File: config.mk
export PLATFORM = sky130hd
export DESIGN_NAME = script_token_scanner
export DESIGN_NICKNAME = d
export VERILOG_FILES = /design/src/hw/rtl/sts_pkg.sv /design/src/hw/rtl/script_token_scanner.sv /design/src/hw/rtl/sts_front.sv /design/src/hw/rtl/sts_fifo.sv /design/src/hw/rtl/sts_back.sv
export SDC_FILE = /design/constraint.sdc
export NUM_CORES = 1
export LEC_CHECK = 0
export ABC_AREA = 1
export BUFFER_PORTS_ARGS = -buffer_cell sky130_fd_sc_hd__buf_2
export CAP_MARGIN = 20
export CELL_PAD_IN_SITES_DETAIL_PLACEMENT = 1
export CELL_PAD_IN_SITES_GLOBAL_PLACEMENT = 1
export CORE_MARGIN = 1.5
export CORE_UTILIZATION = 46
export DETAILED_ROUTE_END_ITERATION = 12
export PLACE_DENSITY = 0.77
export SLEW_MARGIN = 5
export SYNTH_ARGS = -nofsm -noshare
export SYNTH_HDL_FRONTEND = slang
export SYNTH_SLANG_ARGS = --single-unit
File: constraint.sdc
create_clock -name i_clk -period 8.1 [get_ports i_clk]
set_clock_uncertainty 0.15 [all_clocks]
set_input_delay 0.405 -clock i_clk [delete_from_list [all_inputs] [get_ports i_clk]]
set_output_delay 0.405 -clock i_clk [all_outputs]
set_load 0.01 [all_outputs]
File: src/hw/rtl/sts_pkg.sv
// sts_pkg: shared types and constants for the script token scanner.
// Depends on nothing; used by every module of the scanner.
package sts_pkg;

    // Source characters with a meaning of their own
    localparam logic [7:0] C_HASH  = 8'h23;  // '#'
    localparam logic [7:0] C_SEMI  = 8'h3B;  // ';'
    localparam logic [7:0] C_CR    = 8'h0D;
    localparam logic [7:0] C_LF    = 8'h0A;
    localparam logic [7:0] C_POINT = 8'h2E;  // '.'
    localparam logic [7:0] C_BSL   = 8'h5C;  // backslash
    localparam logic [7:0] C_MINUS = 8'h2D;  // '-'
    localparam logic [7:0] C_SPACE = 8'h20;
    localparam logic [7:0] C_TAB   = 8'h09;
    localparam logic [7:0] C_DQUOTE = 8'h22;
    localparam logic [7:0] C_SQUOTE = 8'h27;
    localparam logic [7:0] C_LPAREN = 8'h28;
    localparam logic [7:0] C_RPAREN = 8'h29;
    localparam logic [7:0] C_LBRACK = 8'h5B;
    localparam logic [7:0] C_RBRACK = 8'h5D;
    localparam logic [7:0] C_LBRACE = 8'h7B;
    localparam logic [7:0] C_RBRACE = 8'h7D;
    localparam logic [7:0] C_ZERO  = 8'h30;
    localparam logic [7:0] C_NINE  = 8'h39;

    // Token kinds
    localparam logic [2:0] K_TERM   = 3'd0;
    localparam logic [2:0] K_OPEN   = 3'd1;
    localparam logic [2:0] K_CLOSE  = 3'd2;
    localparam logic [2:0] K_SYMBOL = 3'd3;
    localparam logic [2:0] K_NUMBER = 3'd4;
    localparam logic [2:0] K_STRING = 3'd5;

    // Status codes
    localparam logic [1:0] ST_OK      = 2'd0;
    localparam logic [1:0] ST_BAD_NUM = 2'd1;
    localparam logic [1:0] ST_UNTERM  = 2'd2;
    localparam logic [1:0] ST_EOI     = 2'd3;

    // Result queue depth between front and back
    localparam int QUEUE_DEPTH = 4;

    // Scanner mode, one-hot
    typedef enum logic [6:0] {
        M_IDLE    = 7'b0000001,
        M_COMMENT = 7'b0000010,
        M_CR      = 7'b0000100,
        M_MINUS   = 7'b0001000,
        M_NUMBER  = 7'b0010000,
        M_SYMBOL  = 7'b0100000,
        M_STRING  = 7'b1000000
    } t_mode;

    typedef struct packed {
        logic [2:0]  token_kind;
        logic [1:0]  status;
        logic [15:0] start_line;
        logic [15:0] start_column;
        logic [15:0] end_line;
        logic [15:0] end_column;
    } t_result;

    // All results of one input item: one, or two when 'two' is set
    typedef struct packed {
        logic    two;
        t_result res0;
        t_result res1;
    } t_entry;

endpackage

File: src/hw/rtl/script_token_scanner.sv
// script_token_scanner: top level of the streaming source tokenizer.
// Depends on sts_pkg, sts_front, sts_fifo and sts_back.
//
//  Channel | Direction | Handshake          | Payload
//  --------+-----------+--------------------+--------------------------------------
//  source  | in        | i_valid / o_ready  | i_data_byte, i_end_of_input
//  token   | out       | o_valid / i_ready  | o_token_kind, o_status, o_start_*,
//          |           |                    | o_end_*, o_last_result
//
// One byte is taken every cycle while the result queue has room; the scan
// mode and position update in that single cycle.
// An item yields zero, one or two results; the output stage sends one per
// cycle while i_ready is high, so items with two results use two transfers.
// The first result is written into the queue at the byte's transfer edge and
// is then registered in the output stage before it shows on the outputs.
// Reset (i_rst_n low, synchronous) returns to line 1, column 1, idle mode.
// A stall on the output fills the four-entry queue, then drops o_ready.
module script_token_scanner #(
    parameter int POS_WIDTH = 16
) (
    input  logic        i_clk,
    input  logic        i_rst_n,
    input  logic        i_valid,
    output logic        o_ready,
    input  logic [7:0]  i_data_byte,
    input  logic        i_end_of_input,
    output logic        o_valid,
    input  logic        i_ready,
    output logic [2:0]  o_token_kind,
    output logic [1:0]  o_status,
    output logic [15:0] o_start_line,
    output logic [15:0] o_start_column,
    output logic [15:0] o_end_line,
    output logic [15:0] o_end_column,
    output logic        o_last_result
);

    // front -> queue
    logic            push;
    sts_pkg::t_entry push_entry;
    // queue -> back
    logic            pop;
    logic            q_full;
    logic            q_empty;
    sts_pkg::t_entry head_entry;
    sts_pkg::t_result result;

    // Front: classifies each byte and forms all of its results at once
    sts_front #(
        .POS_WIDTH (POS_WIDTH)
    ) u_front (
        .i_clk          (i_clk),
        .i_rst_n        (i_rst_n),
        .i_valid        (i_valid),
        .o_ready        (o_ready),
        .i_data_byte    (i_data_byte),
        .i_end_of_input (i_end_of_input),
        .i_full         (q_full),
        .o_push         (push),
        .o_entry        (push_entry)
    );

    // Queue decouples byte intake from output stalls
    sts_fifo u_fifo (
        .i_clk   (i_clk),
        .i_rst_n (i_rst_n),
        .i_push  (push),
        .i_entry (push_entry),
        .i_pop   (pop),
        .o_entry (head_entry),
        .o_full  (q_full),
        .o_empty (q_empty)
    );

    // Back: serialises entries into single result transfers
    sts_back u_back (
        .i_clk    (i_clk),
        .i_rst_n  (i_rst_n),
        .i_entry  (head_entry),
        .i_empty  (q_empty),
        .o_pop    (pop),
        .o_valid  (o_valid),
        .i_ready  (i_ready),
        .o_result (result),
        .o_last   (o_last_result)
    );

    assign o_token_kind   = result.token_kind;
    assign o_status       = result.status;
    assign o_start_line   = result.start_line;
    assign o_start_column = result.start_column;
    assign o_end_line     = result.end_line;
    assign o_end_column   = result.end_column;

endmodule

File: src/hw/rtl/sts_front.sv
// sts_front: accepts source bytes, tracks positions and scan mode, forms results.
// Depends on sts_pkg; feeds sts_fifo.
module sts_front #(
    parameter int POS_WIDTH = 16
) (
    input  logic              i_clk,
    input  logic              i_rst_n,
    input  logic              i_valid,
    output logic              o_ready,
    input  logic [7:0]        i_data_byte,
    input  logic              i_end_of_input,
    input  logic              i_full,
    output logic              o_push,
    output sts_pkg::t_entry   o_entry
);

    localparam logic [POS_WIDTH-1:0] POS_MAX = '1;
    localparam logic [POS_WIDTH-1:0] POS_ONE = POS_WIDTH'(1);

    sts_pkg::t_mode r_mode, n_mode;
    logic r_point, n_point;
    logic r_quote_sq, n_quote_sq;     // 1: single quote opened the string
    logic r_esc, n_esc;               // last string byte was an unpaired backslash
    logic r_prior_cr;
    logic r_ended, n_ended;
    logic [POS_WIDTH-1:0] r_cur_line, r_cur_col, r_prev_line, r_prev_col;
    logic [POS_WIDTH-1:0] r_tok_line, r_tok_col;
    logic [POS_WIDTH-1:0] n_cur_line, n_cur_col;

    logic accept, consume, go_idle, newline;
    logic is_digit, is_sep, is_cr, is_lf, quote_hit;
    logic have_a, have_b, b_from_tok;
    logic [2:0] kind_a, kind_b;
    logic [1:0] st_a, st_b;
    sts_pkg::t_result res_a, res_b;

    function automatic logic [15:0] to_out(input logic [POS_WIDTH-1:0] p);
        logic [POS_WIDTH+15:0] ext;
        ext = {16'd0, p};
        return ext[15:0];
    endfunction

    assign o_ready = !i_full;
    assign accept  = i_valid && !i_full;

    assign is_cr    = (i_data_byte == sts_pkg::C_CR);
    assign is_lf    = (i_data_byte == sts_pkg::C_LF);
    assign is_digit = (i_data_byte >= sts_pkg::C_ZERO) && (i_data_byte <= sts_pkg::C_NINE);
    assign is_sep   = (i_data_byte == sts_pkg::C_SPACE)  || (i_data_byte == sts_pkg::C_TAB)
                   || is_cr || is_lf || (i_data_byte == sts_pkg::C_SEMI)
                   || (i_data_byte == sts_pkg::C_LBRACK) || (i_data_byte == sts_pkg::C_LPAREN)
                   || (i_data_byte == sts_pkg::C_LBRACE) || (i_data_byte == sts_pkg::C_RBRACK)
                   || (i_data_byte == sts_pkg::C_RPAREN) || (i_data_byte == sts_pkg::C_RBRACE)
                   || (i_data_byte == sts_pkg::C_DQUOTE) || (i_data_byte == sts_pkg::C_SQUOTE)
                   || (i_data_byte == sts_pkg::C_HASH);
    assign quote_hit = r_quote_sq ? (i_data_byte == sts_pkg::C_SQUOTE)
                                  : (i_data_byte == sts_pkg::C_DQUOTE);

    // Position after this byte; CR, or LF not after CR, opens a line
    assign newline = is_cr || (is_lf && !r_prior_cr);
    always_comb begin
        n_cur_line = r_cur_line;
        n_cur_col  = r_cur_col;
        if (newline) begin
            n_cur_col = POS_ONE;
            if (r_cur_line != POS_MAX) begin
                n_cur_line = r_cur_line + POS_ONE;
            end
        end else if (r_cur_col != POS_MAX) begin
            n_cur_col = r_cur_col + POS_ONE;
        end
    end

    // Result A: pending token closed before the byte. Result B: token at or
    // ending on the byte, or the end-of-input mark.
    always_comb begin
        n_mode     = r_mode;
        n_point    = r_point;
        n_quote_sq = r_quote_sq;
        n_esc      = r_esc;
        n_ended    = r_ended;
        consume    = 1'b0;
        go_idle    = 1'b0;
        have_a     = 1'b0;
        have_b     = 1'b0;
        b_from_tok = 1'b0;
        kind_a     = sts_pkg::K_SYMBOL;
        st_a       = sts_pkg::ST_OK;
        kind_b     = sts_pkg::K_TERM;
        st_b       = sts_pkg::ST_OK;

        if (r_ended) begin
            have_b = 1'b1;
            st_b   = sts_pkg::ST_EOI;
        end else if (i_end_of_input) begin
            unique case (r_mode)
                sts_pkg::M_NUMBER: begin
                    have_a = 1'b1;
                    kind_a = sts_pkg::K_NUMBER;
                end
                sts_pkg::M_MINUS, sts_pkg::M_SYMBOL: begin
                    have_a = 1'b1;
                end
                sts_pkg::M_STRING: begin
                    have_a = 1'b1;
                    st_a   = sts_pkg::ST_UNTERM;
                end
                default: begin
                end
            endcase
            have_b  = 1'b1;
            st_b    = sts_pkg::ST_EOI;
            n_mode  = sts_pkg::M_IDLE;
            n_ended = 1'b1;
        end else begin
            consume = 1'b1;
            unique case (r_mode)
                sts_pkg::M_IDLE: go_idle = 1'b1;
                sts_pkg::M_COMMENT: go_idle = is_cr || is_lf;
                sts_pkg::M_CR: begin
                    go_idle = 1'b1;
                    have_a  = !is_lf;
                    kind_a  = sts_pkg::K_TERM;
                end
                sts_pkg::M_MINUS: begin
                    if (is_digit) begin
                        n_point = 1'b0;
                        n_mode  = sts_pkg::M_NUMBER;
                    end else if (is_sep) begin
                        have_a  = 1'b1;
                        go_idle = 1'b1;
                    end else begin
                        n_mode = sts_pkg::M_SYMBOL;
                    end
                end
                sts_pkg::M_NUMBER: begin
                    if (i_data_byte == sts_pkg::C_POINT) begin
                        if (r_point) begin
                            have_b     = 1'b1;
                            b_from_tok = 1'b1;
                            kind_b     = sts_pkg::K_SYMBOL;
                            st_b       = sts_pkg::ST_BAD_NUM;
                            n_mode     = sts_pkg::M_IDLE;
                        end else begin
                            n_point = 1'b1;
                        end
                    end else if (!is_digit && !is_sep) begin
                        have_b     = 1'b1;
                        b_from_tok = 1'b1;
                        kind_b     = sts_pkg::K_SYMBOL;
                        st_b       = sts_pkg::ST_BAD_NUM;
                        n_mode     = sts_pkg::M_IDLE;
                    end else if (is_sep) begin
                        have_a  = 1'b1;
                        kind_a  = sts_pkg::K_NUMBER;
                        go_idle = 1'b1;
                    end
                end
                sts_pkg::M_SYMBOL: begin
                    if (is_sep) begin
                        have_a  = 1'b1;
                        go_idle = 1'b1;
                    end
                end
                sts_pkg::M_STRING: begin
                    if (quote_hit && !r_esc) begin
                        have_b     = 1'b1;
                        b_from_tok = 1'b1;
                        kind_b     = sts_pkg::K_STRING;
                        n_mode     = sts_pkg::M_IDLE;
                    end else begin
                        // a backslash pair escapes nothing
                        n_esc = (i_data_byte == sts_pkg::C_BSL) && !r_esc;
                    end
                end
                default: go_idle = 1'b1;
            endcase

            if (go_idle) begin
                n_mode = sts_pkg::M_IDLE;
                unique case (i_data_byte) inside
                    sts_pkg::C_SPACE, sts_pkg::C_TAB: begin
                    end
                    sts_pkg::C_HASH: n_mode = sts_pkg::M_COMMENT;
                    sts_pkg::C_SEMI, sts_pkg::C_LF: begin
                        have_b = 1'b1;
                        kind_b = sts_pkg::K_TERM;
                    end
                    sts_pkg::C_CR: n_mode = sts_pkg::M_CR;
                    sts_pkg::C_DQUOTE, sts_pkg::C_SQUOTE: begin
                        n_quote_sq = (i_data_byte == sts_pkg::C_SQUOTE);
                        n_esc      = 1'b0;
                        n_mode     = sts_pkg::M_STRING;
                    end
                    sts_pkg::C_LPAREN, sts_pkg::C_LBRACK, sts_pkg::C_LBRACE: begin
                        have_b = 1'b1;
                        kind_b = sts_pkg::K_OPEN;
                    end
                    sts_pkg::C_RPAREN, sts_pkg::C_RBRACK, sts_pkg::C_RBRACE: begin
                        have_b = 1'b1;
                        kind_b = sts_pkg::K_CLOSE;
                    end
                    sts_pkg::C_MINUS: n_mode = sts_pkg::M_MINUS;
                    [sts_pkg::C_ZERO:sts_pkg::C_NINE]: begin
                        n_point = 1'b0;
                        n_mode  = sts_pkg::M_NUMBER;
                    end
                    default: n_mode = sts_pkg::M_SYMBOL;
                endcase
            end
        end
    end

    // A ends at the last consumed byte; B ends at the current byte
    always_comb begin
        res_a.token_kind   = kind_a;
        res_a.status       = st_a;
        res_a.start_line   = to_out(r_tok_line);
        res_a.start_column = to_out(r_tok_col);
        res_a.end_line     = to_out(r_prev_line);
        res_a.end_column   = to_out(r_prev_col);
        res_b.token_kind   = kind_b;
        res_b.status       = st_b;
        res_b.start_line   = to_out(b_from_tok ? r_tok_line : r_cur_line);
        res_b.start_column = to_out(b_from_tok ? r_tok_col : r_cur_col);
        res_b.end_line     = to_out(r_cur_line);
        res_b.end_column   = to_out(r_cur_col);
    end

    assign o_push       = accept && (have_a || have_b);
    assign o_entry.two  = have_a && have_b;
    assign o_entry.res0 = have_a ? res_a : res_b;
    assign o_entry.res1 = res_b;

    always_ff @(posedge i_clk) begin
        if (!i_rst_n) begin
            r_mode      <= sts_pkg::M_IDLE;
            r_point     <= 1'b0;
            r_quote_sq  <= 1'b0;
            r_esc       <= 1'b0;
            r_prior_cr  <= 1'b0;
            r_ended     <= 1'b0;
            r_cur_line  <= POS_ONE;
            r_cur_col   <= POS_ONE;
            r_prev_line <= POS_ONE;
            r_prev_col  <= POS_ONE;
            r_tok_line  <= POS_ONE;
            r_tok_col   <= POS_ONE;
        end else if (accept) begin
            r_mode     <= n_mode;
            r_point    <= n_point;
            r_quote_sq <= n_quote_sq;
            r_esc      <= n_esc;
            r_ended    <= n_ended;
            if (go_idle) begin
                r_tok_line <= r_cur_line;
                r_tok_col  <= r_cur_col;
            end
            if (consume) begin
                r_prev_line <= r_cur_line;
                r_prev_col  <= r_cur_col;
                r_cur_line  <= n_cur_line;
                r_cur_col   <= n_cur_col;
                r_prior_cr  <= is_cr;
            end
        end
    end

endmodule

File: src/hw/rtl/sts_fifo.sv
// sts_fifo: short queue of result entries between scanner front and back.
// Depends on sts_pkg.
module sts_fifo (
    input  logic            i_clk,
    input  logic            i_rst_n,
    input  logic            i_push,
    input  sts_pkg::t_entry i_entry,
    input  logic            i_pop,
    output sts_pkg::t_entry o_entry,
    output logic            o_full,
    output logic            o_empty
);

    localparam int DEPTH = sts_pkg::QUEUE_DEPTH;
    localparam int PW    = $clog2(DEPTH);
    localparam int CW    = $clog2(DEPTH + 1);

    sts_pkg::t_entry r_mem [DEPTH];
    logic [PW-1:0] r_wr, r_rd;
    logic [CW-1:0] r_count;

    assign o_full  = (r_count == CW'(DEPTH));
    assign o_empty = (r_count == '0);
    assign o_entry = r_mem[r_rd];

    always_ff @(posedge i_clk) begin
        if (i_push) begin
            r_mem[r_wr] <= i_entry;
        end
    end

    always_ff @(posedge i_clk) begin
        if (!i_rst_n) begin
            r_wr    <= '0;
            r_rd    <= '0;
            r_count <= '0;
        end else begin
            if (i_push) begin
                r_wr <= (r_wr == PW'(DEPTH - 1)) ? '0 : r_wr + PW'(1);
            end
            if (i_pop) begin
                r_rd <= (r_rd == PW'(DEPTH - 1)) ? '0 : r_rd + PW'(1);
            end
            if (i_push && !i_pop) begin
                r_count <= r_count + CW'(1);
            end else if (i_pop && !i_push) begin
                r_count <= r_count - CW'(1);
            end
        end
    end

endmodule

File: src/hw/rtl/sts_back.sv
// sts_back: output register; sends the one or two results of an entry in turn.
// Depends on sts_pkg; drains sts_fifo.
module sts_back (
    input  logic             i_clk,
    input  logic             i_rst_n,
    input  sts_pkg::t_entry  i_entry,
    input  logic             i_empty,
    output logic             o_pop,
    output logic             o_valid,
    input  logic             i_ready,
    output sts_pkg::t_result o_result,
    output logic             o_last
);

    logic            r_valid;
    logic            r_second;
    sts_pkg::t_entry r_entry;
    logic            take;

    assign o_last   = r_second || !r_entry.two;
    assign take     = !r_valid || (i_ready && o_last);
    assign o_pop    = take && !i_empty;
    assign o_valid  = r_valid;
    assign o_result = r_second ? r_entry.res1 : r_entry.res0;

    always_ff @(posedge i_clk) begin
        if (o_pop) begin
            r_entry <= i_entry;
        end
    end

    always_ff @(posedge i_clk) begin
        if (!i_rst_n) begin
            r_valid  <= 1'b0;
            r_second <= 1'b0;
        end else if (take) begin
            r_valid  <= !i_empty;
            r_second <= 1'b0;
        end else if (i_ready) begin
            r_second <= 1'b1;
        end
    end

endmodule

==> results.cfg, run 1 <==
[status]
status = finished clean

[detailed_routing]
ant_nets = 0
first_iter_violations = 1722
routedWlPerCell_um = 23.79
totalWireLength_mm = 89.94
dr.pass1.iters = 5
drc_errors = 0
via_per_inst = 5.734
route.vias.total = 21680

[synth]
synth-seq-cells = 812
synth_common_cells = edfxtp_1 (695), nand2_1 (436), nor2_1 (372), o21ai_0 (367), o22ai_1 (155)
yosys_warnings = 0
syn-instance-count = 2734
syn_area_per_cell_um2 = 11.79
synthTopCellsByArea = edfxtp_1 (65%), dfxtp_1 (7.3%), o21ai_0 (5.7%), nand2_1 (5.1%), nor2_1 (4.3%)
synth_area_leader_cell = edfxtp_1
postSynth.asyncResetShare_pct = 0
synth_top_area_share_pct = 64.76
synthesis.nets = 2756
synth.most_common_cell = edfxtp_1
synthFlopType = edfxtp_1
synth.distinct_cells = 44
ys_seq_area_share_pct = 72.02
syn_area_um2 = 32230
synth_edf_count = 695

[floorplan]
std_cell_rows = 96
initial_core_util_pct = 46.74
coreArea_um2 = 68950
ioPinCount = 85
die_area_um2 = 71660
dieWidth_um = 267.7
die_h_um = 267.7

[setup_path]
start_kind = flip-flop
crit_arrival_ps = 4400
endpoint_kind = flip-flop
required_ps = 8210
crit_type = reg -> reg
path_max_fanout = 61

[global_routing]
grt_pass1_vias = 23310
antenna_found_initial = 0
grt_pass1_wl_mm = 137.9
grt_usage_pct = 25.39
grt_overflow = 0
grt_max_degree = 193

[cts]
tritoncts = done
cts-root-buf = clkbuf_16
cts.clk_slew.worst_paths_ps = 70
numCtsBuffers = 84
clockBufferDepth = 3
htree_levels = 3
clk_latency_ps = 650
postCtsSetupBuffers = 0
clkSinkCount = 812

[timing]
slew_violations = 0
hold_ws_ps = 49.93
worst_pin_slew_ps = 1187
rsz0062_at_grt = false
slew_headroom_pct = 20.89
fin_crit_ps = 4284
min_period_over_period_pct = 52.88
hold_viol = 0
max_freq_mhz = 233.4
setup_viol = 0

[run]
cap_viol_max_count = 0

[power]
powerDensity_nw_per_um2 = 349.5
power.total_uw = 12690
irDropWorstVdd_mv = 0.4131
leakage_uw = 0.01271

[cells_and_area]
layout.nets = 2801
diodes = 0
utilization_pct = 52.66
area_delta_synth_final_pct = 12.65
drive_gt1_share_pct = 11.65

[worst_hold_path]
hold_class = in -> reg

[placement]
dp_hpwl_mm = 52.25
io_buffers = 84
gp_congestion = 0.7974
==> final timing paths <==
check	endpoint	slack, ps	cells past startpoint	startpoint
worst max-delay path	u_fifo.r_mem[2][105]	3820	13	u_front.r_mode[0]
worst min-delay path	u_front.r_quote_sq	50	5	i_data_byte[2]
worst max register to register	u_fifo.r_mem[2][105]	3820	13	u_front.r_mode[0]
worst min register to register	u_front.r_mode[6]	320	2	u_front.r_mode[6]
==> metrics by stage <==
| stage | setup WS, ps | TNS (ps) | std cells | cell area, um^2 |
|---|---|---|---|---|
| final | 3816 | 0 | 3781 | 36310 |
| after global routing | 3478 | 0 | 3781 | 36310 |
| after CTS | 3807 | 0 | 3780 | 36280 |
| after detailed placement | 3585 | 0 | 3622 | 33430 |
| after global placement | 3672 | 0 | 3622 | 33430 |
| after floorplan | -66.72 | -37100 | 2734 | 32230 |
==> metal layers <==
metal  share of wire [%]  track usage (%)  wire length [um]
met1                  42            32.45             37750
met2                  51            44.73             46110
met3                 4.3            3.172              3854
met4                 2.5            8.352              2236
met5                   0                0                 0
==> final cells by class <==
class                   instances  area (um^2)
clock buffers                 118         2402
clock inverters                39        432.9
fillers                      7167        32640
inverters                     166        629.4
multi-input cells            1607         7782
flip-flops and latches        812        23220
well taps                     931         1165
repair buffers                108        673.1
==> critical path, stage by stage (launching register included) <==
cell,delay (ps)
dfxtp_1,320
nor2_2,170
nand3_1,160
nor2_2,270
nand2_1,90
o211ai_1,100
nand2_2,110
nand2_4,290
nand2_1,160
nand4_1,230
nand2_1,320
nor2_4,180
buf_4,450
buf_4,840
==> cell families after synthesis <==
logic type      after synthesis  share of synthesized area [%]
fa+ha+maj                     9                         0.3727
xor+xnor                      6                         0.1631
simple gates                908                          11.34
compound gates              684                          12.14
flops                       812                          72.02
buf+inv                     315                          3.960
==> sequential cells by signal, indices dropped and copies added (netlist names) <==
name                 count
u_fifo.r_wr              2
u_front.r_esc            1
u_front.r_cur_col       16
u_back.o_valid           1
u_front.r_quote_sq       1
u_back.r_second          1
u_front.r_point          1
u_front.r_prior_cr       1
u_fifo.r_mem           556
u_front.r_prev_line     16
u_back.r_entry         139
u_front.r_cur_line      16
u_front.r_mode           7
u_front.r_tok_col       16
u_fifo.r_count           3
u_front.r_ended          1
u_front.r_tok_line      16
u_fifo.r_rd              2
u_front.r_prev_col      16
==> timing repair <==
item | 4_1_cts | 5_1_grt
hold buffers | 1 | 0
gates resized for setup | 0 | 0
hold endpoints to repair | 2 | 0
==> power by group <==
part           total (uW)  switching (uW)  internal (uW)
registers            5750             254           5500
clock network        3940            1660           2280
logic                3000            2220            783
total               12700            4130           8560
==> layout by cell type (no fill, tap or decap), drive strengths merged <==
cell,instances
nand4,12
o41ai,2
xor2,6
a21boi,1
clkbuf,118
nor2,380
clkinv,29
o21ai,432
dlygate4sd3,1
fa,1
edfxtp,695
nor3b,2
bufinv,6
buf,107
a21oi,56
o21bai,2
o21a,4
inv,167
o211ai,3
o32ai,1
nor3,19
nor4,5
a211oi,14
o22ai,155
clkinvlp,3
dfxtp,117
a221oi,14
nand3,41
ha,8
nand2,449
Note: power is estimated with default switching activity, not from simulation.
==> inputs of run 2 (changes only) <==
Settings changed: CORE_UTILIZATION 46 to 50, PLACE_DENSITY 0.77 to 0.79.
Clock period 8.1 ns to 4.17 ns, I/O delays scaled along.
==> results.cfg, run 2 (same netlist as run 1, synthesis figures left out) <==
[status]
status = finished clean

[power]
leakage_uw = 0.01270
power.total_uw = 24420
powerDensity_nw_per_um2 = 672.8
irDropWorstVdd_mv = 1.165

[detailed_routing]
totalWireLength_mm = 90.83
ant_nets = 0
routedWlPerCell_um = 24.52
route.vias.total = 21810
first_iter_violations = 1868
via_per_inst = 5.888
dr.pass1.iters = 5
drc_errors = 0

[cts]
htree_levels = 3
tritoncts = done
clockBufferDepth = 3
numCtsBuffers = 83
cts-root-buf = clkbuf_16
cts.clk_slew.worst_paths_ps = 60
clkSinkCount = 812
postCtsSetupBuffers = 0
clk_latency_ps = 630

[cells_and_area]
utilization_pct = 57.21
largest_reg_flops = 556
layout.nets = 2816
drive_gt1_share_pct = 11.20
nFillCells = 6470
mostFrequentLayoutCell = edfxtp_1
top_register = u_fifo.r_mem
diodes = 0
reg_top3 = u_fifo.r_mem x556, u_back.r_entry x139
final_cell_mix = edfxtp_1 (695), nand2_1 (433), nor2_1 (367)
stdcell_count = 3704
area_delta_synth_final_pct = 12.59

[floorplan]
initial_core_util_pct = 50.81
dieWidth_um = 256.9
die_h_um = 256.9
die_area_um2 = 65990
std_cell_rows = 92
coreArea_um2 = 63430
ioPinCount = 85

[run]
cap_viol_max_count = 0

[setup_path]
endpoint_kind = flip-flop
ff2ff_path_depth = 12
r2r_start = u_front.r_mode[0]
start_kind = input pin
path_max_fanout = 34
r2r_setup_slack_ps = 650
r2r_end = u_front.r_quote_sq
crit_arrival_ps = 4190
crit_type = in -> reg
required_ps = 4560
startpoint = i_data_byte[2]

[timing]
setup_viol = 0
min_period_over_period_pct = 91.04
fin_ws_ps = 373.8
rsz0062_at_grt = false
finalSetupTns_ps = 0
slew_headroom_pct = 22.91
max_freq_mhz = 263.4
slew_violations = 0
hold_viol = 0
fin_crit_ps = 3796
worst_pin_slew_ps = 1156

[global_routing]
grt_usage_pct = 27.77
grt_max_degree = 177
grt_pass1_vias = 23360
antenna_found_initial = 2
grt_pass1_wl_mm = 140.2
grt_overflow = 0

[worst_hold_path]
whs_path_depth = 5
worstHoldStart = i_data_byte[3]
hold_class = in -> reg
whs_endpoint = u_front.r_prior_cr

[placement]
dp_hpwl_mm = 54.19
place_inst = 3544
gp_congestion = 0.8476
io_buffers = 84
pre_cts_ws_ps = 593.0
-- run 2: cell count changes in the layout (fill, tap and decap cells not counted), sizes merged --
cell | before | now
buf | 107 | 113
bufinv | 6 | 3
clkbuf | 118 | 124
inv | 167 | 168
dlygate4sd3 | 1 | 11
clkinvlp | 3 | 0
clkinv | 29 | 20
-- run 2: worst max-delay path by stage --
stage | depth (start not counted) | to | slack, ps
after CTS | 16 | u_front.r_quote_sq | 230
after floorplan | 13 | u_fifo.r_count[1] | -160
after global placement | 23 | u_fifo.r_count[2] | 630
final | 16 | u_front.r_quote_sq | 370
after detailed placement | 23 | u_fifo.r_count[2] | 590
after global routing | 16 | u_front.r_quote_sq | 70
-- run 2: power by group --
part / total, uW / internal (uW) / switching, uW
sequential: 11200 / 10700 / 537
clock: 7320 / 4270 / 3060
combinational: 5880 / 1560 / 4320
-- run 2: final cells by class --
type                            instances  area, um^2  area share (%)
Clock buffer                          124        2457           6.772
Clock inverter                         25       220.2          0.6069
Inverter                              166       636.9           1.755
Multi-Input combinational cell       1607        7807           21.52
Sequential cell                       812       23220           63.99
Tap cell                              846        1059           2.917
Timing Repair Buffer                  124       885.9           2.441
-- run 2: stage by stage --
stage / hold WS [ps] / cell area, um^2
after global routing: 76.79 / 36290
after floorplan: 225.8 / 32310
after CTS: 6.510 / 36280
after detailed placement: 321.7 / 33500
after global placement: 306.6 / 33500
final: 14.47 / 36290
-- run 2: worst max-delay path, stage by stage --
cell	delay, ps
dlygate4sd3_1	520
buf_2	160
nand2_1	60
dlygate4sd3_1	550
nor2_1	140
nand2_1	90
nand2_1	130
nor2_1	70
nand2_2	100
nand2_2	80
nand2_4	290
nand2_2	430
inv_4	470
nand3_1	140
dlygate4sd3_1	590
a21oi_1	150
-- run 2: layer usage --
layer	track usage (%)	up-vias	share of wire (%)
li1	-	9823	-
met1	35.76	11140	41
met2	48.35	673	51
met3	3.428	169	4.8
met4	10.13	2	3.2
met5	0	-	0.017
-- run 2: repair_timing --
item | 4_1_cts | 5_1_grt
hold buffers | 11 | 0
gates resized for setup | 0 | 2
setup endpoints to repair | 0 | 1
endpoints found under the hold margin | 15 | 0
